==> config.mk <==
export PLATFORM = sky130hd
export DESIGN_NAME = rgb332_window_convolve
export DESIGN_NICKNAME = d
export VERILOG_FILES = /design/src/hw/rtl/rwc_pkg.sv /design/src/hw/rtl/rwc_ctrl.sv /design/src/hw/rtl/rwc_datapath.sv /design/src/hw/rtl/rgb332_window_convolve.sv
export SDC_FILE = /design/constraint.sdc
export NUM_CORES = 1
export LEC_CHECK = 0
export ABC_AREA = 0
export BUFFER_PORTS_ARGS = -buffer_cell sky130_fd_sc_hd__buf_2
export CORE_MARGIN = 1
export CORE_UTILIZATION = 50
export CTS_CLUSTER_DIAMETER = 150
export DETAILED_ROUTE_END_ITERATION = 6
export PLACE_DENSITY_LB_ADDON = 0.1
export SLEW_MARGIN = 20
export SYNTH_ARGS = -nofsm -noshare
export SYNTH_HDL_FRONTEND = slang
export SYNTH_SLANG_ARGS = --single-unit
==> constraint.sdc <==
create_clock -name clk -period 6.1 [get_ports clk]
set_input_delay 0.305 -clock clk [delete_from_list [all_inputs] [get_ports clk]]
set_output_delay 0.305 -clock clk [all_outputs]
set_load 0.01 [all_outputs]
==> src/hw/rtl/rwc_pkg.sv <==
// Shared widths, constants and controller command type for the RGB332 window convolver.
package rwc_pkg;

  localparam int PIX_W   = 8;
  localparam int WGT_W   = 16;
  localparam int DIV_W   = 16;
  localparam int ACC_W   = 32;
  localparam int CH_W    = 3;
  localparam int PROD_W  = WGT_W + CH_W;
  localparam int NUM_W   = ACC_W + 1;
  localparam int NLANE   = 3;
  localparam int SHIFT_W = 2;

  // Lane order matches the packing of the RGB332 byte from the low bits up.
  localparam int LANE_BLUE  = 0;
  localparam int LANE_GREEN = 1;
  localparam int LANE_RED   = 2;

  localparam logic [CH_W-1:0]    BLUE_MAX   = 3'd3;
  localparam logic [CH_W-1:0]    CH_MAX     = 3'd7;
  localparam logic [SHIFT_W-1:0] STEP_FIRST = 2'd3;
  localparam logic [SHIFT_W-1:0] STEP_LAST  = 2'd0;

  // Commands from the controller to the datapath.
  typedef struct packed {
    logic                acc_en;
    logic                acc_last;
    logic                load;
    logic                step;
    logic [SHIFT_W-1:0]  shift;
    logic                out_load;
  } cmd_t;

endpackage

==> src/hw/rtl/rwc_ctrl.sv <==
// Controller state machine: beat acceptance, finishing sequence and output valid.
module rwc_ctrl (
  input  logic          clk,
  input  logic          rst,
  input  logic          s_axis_tvalid,
  input  logic          s_axis_tlast,
  output logic          s_axis_tready,
  output logic          m_axis_tvalid,
  input  logic          m_axis_tready,
  output rwc_pkg::cmd_t cmd
);

  typedef enum logic [1:0] {
    IDLE,
    LOAD,
    STEP,
    DONE
  } state_t;

  state_t                       state;
  logic [rwc_pkg::SHIFT_W-1:0]  shift;
  logic                         out_free;

  // Beats are taken only while no window is being finished.
  assign s_axis_tready = (state == IDLE);
  assign out_free      = !m_axis_tvalid || m_axis_tready;

  always_comb begin
    cmd          = '0;
    cmd.acc_en   = (state == IDLE) && s_axis_tvalid;
    cmd.acc_last = s_axis_tlast;
    cmd.load     = (state == LOAD);
    cmd.step     = (state == STEP);
    cmd.shift    = shift;
    cmd.out_load = (state == DONE) && out_free;
  end

  // State, step counter and output valid flag.
  always_ff @(posedge clk) begin
    if (rst) begin
      state         <= IDLE;
      shift         <= rwc_pkg::STEP_FIRST;
      m_axis_tvalid <= 1'b0;
    end else begin
      // Output valid rises when a result is loaded and falls when its beat is taken.
      if ((state == DONE) && out_free) begin
        m_axis_tvalid <= 1'b1;
      end else if (m_axis_tvalid && m_axis_tready) begin
        m_axis_tvalid <= 1'b0;
      end
      case (state)
        IDLE: begin
          if (s_axis_tvalid && s_axis_tlast) begin
            state <= LOAD;
          end
        end
        LOAD: begin
          state <= STEP;
          shift <= rwc_pkg::STEP_FIRST;
        end
        STEP: begin
          if (shift == rwc_pkg::STEP_LAST) begin
            state <= DONE;
          end else begin
            shift <= shift - 1'b1;
          end
        end
        DONE: begin
          if (out_free) begin
            state <= IDLE;
          end
        end
        default: begin
          state <= IDLE;
        end
      endcase
    end
  end

  // A finished result never overwrites one that is still waiting.
  a_no_overwrite: assert property (@(posedge clk) disable iff (rst)
    cmd.out_load |-> (!m_axis_tvalid || m_axis_tready))
    else $error("result loaded while previous result pending");

  // A last beat always starts the finishing sequence.
  a_last_starts: assert property (@(posedge clk) disable iff (rst)
    (s_axis_tvalid && s_axis_tready && s_axis_tlast) |=> (state == LOAD))
    else $error("last beat did not start finishing");

  // The division steps always begin at the saturation check.
  a_step_start: assert property (@(posedge clk) disable iff (rst)
    (state == LOAD) |=> (state == STEP && shift == rwc_pkg::STEP_FIRST))
    else $error("division steps started at wrong shift");

endmodule

==> src/hw/rtl/rwc_datapath.sv <==
// Datapath: channel multiply-accumulate, rounding, shift-subtract division and clamping.
module rwc_datapath (
  input  logic                        clk,
  input  logic                        rst,
  input  rwc_pkg::cmd_t               cmd,
  input  logic [rwc_pkg::PIX_W-1:0]   pixel,
  input  logic signed [rwc_pkg::WGT_W-1:0] weight,
  input  logic                        cfg_we,
  input  logic [rwc_pkg::DIV_W-1:0]   cfg_wdata,
  output logic [rwc_pkg::PIX_W-1:0]   result_pixel
);

  localparam int LN = rwc_pkg::NLANE;

  logic [rwc_pkg::DIV_W-1:0]  divisor;
  logic [rwc_pkg::DIV_W-1:0]  div_eff;
  logic [rwc_pkg::ACC_W-1:0]  acc [LN];
  logic [rwc_pkg::ACC_W-1:0]  fin [LN];
  logic [rwc_pkg::ACC_W-1:0]  rem [LN];
  logic                       neg [LN];
  logic                       sat [LN];
  logic [rwc_pkg::CH_W-1:0]   quo [LN];

  logic [rwc_pkg::CH_W-1:0]   ch       [LN];
  logic signed [rwc_pkg::PROD_W-1:0] prod [LN];
  logic [rwc_pkg::ACC_W-1:0]  acc_sum  [LN];
  logic [rwc_pkg::NUM_W-1:0]  num      [LN];
  logic [rwc_pkg::ACC_W-1:0]  dshift;
  logic                       ge       [LN];
  logic [rwc_pkg::CH_W-1:0]   q_clamp  [LN];

  // Divisor register; zero acts as one.
  always_ff @(posedge clk) begin
    if (rst) begin
      divisor <= {{(rwc_pkg::DIV_W-1){1'b0}}, 1'b1};
    end else if (cfg_we) begin
      divisor <= cfg_wdata;
    end
  end

  assign div_eff = (divisor == '0) ? {{(rwc_pkg::DIV_W-1){1'b0}}, 1'b1} : divisor;
  assign dshift  = {{(rwc_pkg::ACC_W-rwc_pkg::DIV_W){1'b0}}, div_eff} << cmd.shift;

  // Channel split of the RGB332 byte.
  assign ch[rwc_pkg::LANE_BLUE]  = {1'b0, pixel[1:0]};
  assign ch[rwc_pkg::LANE_GREEN] = pixel[4:2];
  assign ch[rwc_pkg::LANE_RED]   = pixel[7:5];

  // Per-lane arithmetic: product, running sum, rounded numerator, step compare.
  always_comb begin
    for (int i = 0; i < LN; i++) begin
      prod[i]    = weight * $signed({1'b0, ch[i]});
      acc_sum[i] = acc[i] + {{(rwc_pkg::ACC_W-rwc_pkg::PROD_W){prod[i][rwc_pkg::PROD_W-1]}},
                             prod[i]};
      num[i]     = {fin[i][rwc_pkg::ACC_W-1], fin[i]}
                 + {{(rwc_pkg::NUM_W-rwc_pkg::DIV_W+1){1'b0}},
                    div_eff[rwc_pkg::DIV_W-1:1]};
      ge[i]      = (rem[i] >= dshift);
    end
  end

  // Accumulators clear on the last beat; the window total moves to the finishing register.
  always_ff @(posedge clk) begin
    if (rst) begin
      for (int i = 0; i < LN; i++) begin
        acc[i] <= '0;
      end
    end else if (cmd.acc_en) begin
      for (int i = 0; i < LN; i++) begin
        acc[i] <= cmd.acc_last ? '0 : acc_sum[i];
      end
    end
  end

  always_ff @(posedge clk) begin
    if (cmd.acc_en && cmd.acc_last) begin
      for (int i = 0; i < LN; i++) begin
        fin[i] <= acc_sum[i];
      end
    end
  end

  // Restoring division, one quotient bit per step. The first step only checks whether
  // the quotient reaches eight, which saturates that channel.
  always_ff @(posedge clk) begin
    for (int i = 0; i < LN; i++) begin
      if (cmd.load) begin
        neg[i] <= num[i][rwc_pkg::NUM_W-1];
        rem[i] <= num[i][rwc_pkg::ACC_W-1:0];
        sat[i] <= 1'b0;
        quo[i] <= '0;
      end else if (cmd.step) begin
        if (cmd.shift == rwc_pkg::STEP_FIRST) begin
          sat[i] <= ge[i];
        end else if (ge[i]) begin
          rem[i]            <= rem[i] - dshift;
          quo[i][cmd.shift] <= 1'b1;
        end
      end
    end
  end

  // Clamp: negative quotients give zero, saturated ones the channel maximum; blue is capped at three.
  always_comb begin
    for (int i = 0; i < LN; i++) begin
      if (neg[i]) begin
        q_clamp[i] = '0;
      end else if (sat[i]) begin
        q_clamp[i] = rwc_pkg::CH_MAX;
      end else begin
        q_clamp[i] = quo[i];
      end
    end
    if (q_clamp[rwc_pkg::LANE_BLUE] > rwc_pkg::BLUE_MAX) begin
      q_clamp[rwc_pkg::LANE_BLUE] = rwc_pkg::BLUE_MAX;
    end
  end

  // Output register holds the packed pixel until the beat is taken.
  always_ff @(posedge clk) begin
    if (cmd.out_load) begin
      result_pixel <= {q_clamp[rwc_pkg::LANE_RED], q_clamp[rwc_pkg::LANE_GREEN],
                       q_clamp[rwc_pkg::LANE_BLUE][1:0]};
    end
  end

endmodule

==> src/hw/rtl/rgb332_window_convolve.sv <==
// Top level of the RGB332 window convolver: controller and datapath.
//
//   Channel  Direction  Payload
//   s_axis   in         tdata[7:0] pixel, tdata[23:8] weight, tlast end of window
//   m_axis   out        tdata[7:0] result_pixel
//   cfg      in         cfg_wdata[15:0] divisor, written when cfg_we is high
//
// Beats that are not the last of a window are taken while no window is being finished; the
// multiply-accumulate of all three channels happens at the accepting edge.
// The last beat starts a finishing sequence in the serial divider (rounding load, four
// shift-subtract division steps, output load).
// A finished result waits in the output register; beats of the next window are
// accepted meanwhile, and finishing stalls only if the previous result is untaken.
// Reset clears the accumulators and sets the divisor to one; no clearing pass.
module rgb332_window_convolve (
  input  logic        clk,
  input  logic        rst,
  input  logic        s_axis_tvalid,
  output logic        s_axis_tready,
  input  logic [23:0] s_axis_tdata,   // [7:0] pixel, [23:8] weight
  input  logic        s_axis_tlast,   // last beat of the window
  output logic        m_axis_tvalid,
  input  logic        m_axis_tready,
  output logic [7:0]  m_axis_tdata,   // [7:0] result_pixel
  input  logic        cfg_we,
  input  logic [15:0] cfg_wdata       // [15:0] divisor
);

  rwc_pkg::cmd_t cmd;

  rwc_ctrl u_ctrl (
    .clk           (clk),
    .rst           (rst),
    .s_axis_tvalid (s_axis_tvalid),
    .s_axis_tlast  (s_axis_tlast),
    .s_axis_tready (s_axis_tready),
    .m_axis_tvalid (m_axis_tvalid),
    .m_axis_tready (m_axis_tready),
    .cmd           (cmd)
  );

  rwc_datapath u_datapath (
    .clk          (clk),
    .rst          (rst),
    .cmd          (cmd),
    .pixel        (s_axis_tdata[7:0]),
    .weight       (s_axis_tdata[23:8]),
    .cfg_we       (cfg_we),
    .cfg_wdata    (cfg_wdata),
    .result_pixel (m_axis_tdata)
  );

endmodule

==> flow_summary.yaml <==
die:
  io_pins: 56
  dieArea_mm2: 0.0583
  dieWidth_um: 242
  num_rows: 87
  die_y_um: 242
  initial_core_util_pct: 50.8
  core_area_mm2: 0.0565
synth:
  synthArstFlopShare_pct: 0
  synth_area_per_cell_um2: 9.34
  yosys_most_used_dff: "edfxtp_1"
  synth_edf_count: 308
  synth_warnings: 0
  postSynthNetCount: 3466
  yosysSeqAreaShare_pct: 33.9
  syn_area_mm2: 0.0287
  synth_cells: 3072
  synth_most_common_cell: "edfxtp_1"
  synth_seq_cells: 332
  ys_types: 90
  synth_top_area_share_pct: 32.2
  synth.largest_area_cell: "edfxtp_1"
  yosys-top-cells-count: "edfxtp_1 (308), ha_1 (306), nor2_1 (239)"
  ys_top_cells_by_area: "edfxtp_1 (32%), ha_1 (13%), xnor2_1 (5.1%)"
power_and_ir_drop:
  switching_power_mw: 5.93
  p_sw_share_pct: 42.7
  seq_power_share_pct: 29.2
  power.internal_mw: 7.95
  clockPowerShare_pct: 17.2
  powerDensity_mw_per_mm2: 439
  p_total_mw: 13.9
  leakage_nw: 13.4
  pwr-share-comb_pct: 53.6
  irDropWorstVdd_mv: 0.229
drt:
  vias: 22900
  first_pass_iters: 5
  drc: 0
  drtAntennaViolNets: 0
  routed_via_density: 5.78
  routed_wirelength_um: 74400
  wire_per_inst_um: 18.8
  drt_iter0_drc: 1652
timing:
  maxSlewViolCount: 0
  finalCritPeriodShare_pct: 93.5
  rsz0062_at_grt: "false"
  tns_ns: 0
  skew_ns: 0.0153
  fin_crit_ns: 5.71
  fin_ws_ns: 0.395
  setup_viol: 0
  fmax_ghz: 0.175
  maxSlewHeadroom_pct: 36.2
  max_slew.worst_pin.slew_ns: 0.954
  hold_viol_final: 0
critical_path:
  critical_path_buf_inv_count: 5
  cp_num_cells: 24
  cpMaxStageDelayCell: "a2111oi_0"
  start_kind: "primary input"
  cp_max_fo: 6
  crit_chain: "buf_2, buf_4, and2_1, ha_1, inv_1, fa_1, inv_1, ha_1, a2111oi_0, a211oi_1, o41ai_1, o2111ai_1, o31a_1, xnor2_2, buf_4, ha_1, a21o_1, a21oi_1, o21ai_0, a311oi_1, a21oi_1, o21ai_0, mux2i_1, a41oi_1"
  cp-end-kind: "flop"
  critPathKind: "in2reg"
  rr_worst_depth: 15
  arrival_ns: 5.99
  required_ns: 6.39
  cp_common_cell: "ha_1"
  max_stage_delay_ns: 0.65
  critical_path.top_delay_family: "compound AO/OA/AOI/OAI gates"
final_layout:
  multi_input_area_mm2: 0.0178
  areaGrowthSynthToFinish_pct: 10.3
  antenna_cells: 0
  final_core_util_pct: 56.0
  drive_above_1_share_pct: 7.92
  final_nets: 3575
  fillers: 5039
  regArea_mm2: 0.00973
  instances_no_fill: 3965
global_route:
  antenna_found_initial: 2
  grt_pass1_wl_um: 118000
  grt_max_degree: 96
  grt-ovfl-total: 0
  track_usage_pct: 25.2
  grt_pass1_vias: 22100
job:
  drv_cap: 0
clocking:
  htree_levels: 2
  root_buffer: "clkbuf_16"
  cts_buffers: 38
  clk_pin_slew_worst_paths_ns: 0.06
  cts.path.max_buffers: 3
  cts.sinks: 332
  clkLatencyLatePin_ns: 0.56
  tritoncts: "done"
placement:
  io_buffer_count: 55
  gp_congestion: 0.933
  hpwl_um: 57800
  dp.cells: 3882
  dpl_worst_slack_ns: -0.133
worst_hold_path:
  hold-path-cell-count: 3
  min_path_type: "in2reg"
run_status:
  outcome: "complete, no violations"
-- power groups by stage --
stage	clock network [mW]	registers (mW)	logic [mW]
2_1_floorplan	0	3.95	5.34
3_3_place_gp	0	4.07	7.16
3_5_place_dp	0	4.08	7.27
4_1_cts	2.44	4.04	7.35
5_1_grt	2.52	4.13	8.20
6_report	2.38	4.05	7.44
-- sequential cells by signal, indices dropped and copies added, names as in the netlist --
signal / flops
u_datapath.quo: 9
u_datapath.acc: 96
u_ctrl.m_axis_tvalid: 1
u_datapath.sat: 3
u_datapath.fin: 96
u_ctrl.shift: 2
u_ctrl.state: 2
u_datapath.neg: 3
u_datapath.result_pixel: 8
u_datapath.rem: 96
u_datapath.divisor: 16
-- worst min-delay path, cell delays in order --
cell	delay [ns]
buf_2	0.09
mux2i_1	0.08
nor2_1	0.08
-- cells by family after synthesis --
| family | synth area share, % |
|---|---|
| muxes | 2.27 |
| xor gates and xnor gates | 8.97 |
| adders and majority gates | 16.3 |
| DFF | 33.9 |
| and+or+nand+nor | 17.9 |
| AOI/OAI and AO/OA | 16.5 |
| buffers and inverters | 4.18 |
-- cell usage in the layout (no fill, tap or decap), types with 124 or more instances in the layout --
cell type  synthesis  layout
nor2_1           239     238
nand2_1          204     204
o21ai_0          153     153
ha_1             306     306
inv_1            217     217
a21oi_1          227     227
and2_1           206     206
edfxtp_1         308     308
xor2_1           124     124
xnor2_1          166     166
-- metrics by stage --
| step | instance area (um2) | hold slack, ns |
|---|---|---|
| 2_1_floorplan | 28700 | 0.404 |
| 3_3_place_gp | 30200 | 0.454 |
| 3_5_place_dp | 30200 | 0.470 |
| 4_1_cts | 31600 | 0.00711 |
| 5_1_grt | 31600 | 0.0334 |
| 6_report | 31600 | 0.0325 |
-- final cells by class --
type | instances | share of cell area [%]
clock buffers | 44 | 3.21
clock inverters | 24 | 0.827
inverters | 218 | 2.59
multi-input cells | 2442 | 56.3
flip-flops and latches | 332 | 30.8
well taps | 756 | 2.99
repair buffers | 149 | 3.30
-- per-layer routing --
layer | global-route usage [%] | vias to the layer above | share of wire (%)
li1 | - | 11300 | -
met1 | 36.4 | 10900 | 48
met2 | 39.0 | 592 | 43
met3 | 2.92 | 114 | 5.3
met4 | 8.82 | 0 | 3.4
met5 | 0 | - | 0
-- repair_timing --
action                                 4_1_cts  5_1_grt
endpoints found under the hold margin       15        0
resized for setup                            0        0
hold buffers                                15        0
buffers inserted                             0        0
-- worst paths after layout --
kind | to | start | slack [ns]
min | u_datapath.divisor[12] | cfg_wdata[12] | 0.03
max | u_datapath.acc[0][94] | s_axis_tdata[15] | 0.39
max reg2reg | u_datapath.rem[1][7] | u_datapath.divisor[1] | 0.97
min reg2reg | u_datapath.quo[2][2] | u_datapath.quo[2][2] | 0.47
(Power assumes the default switching activity.)
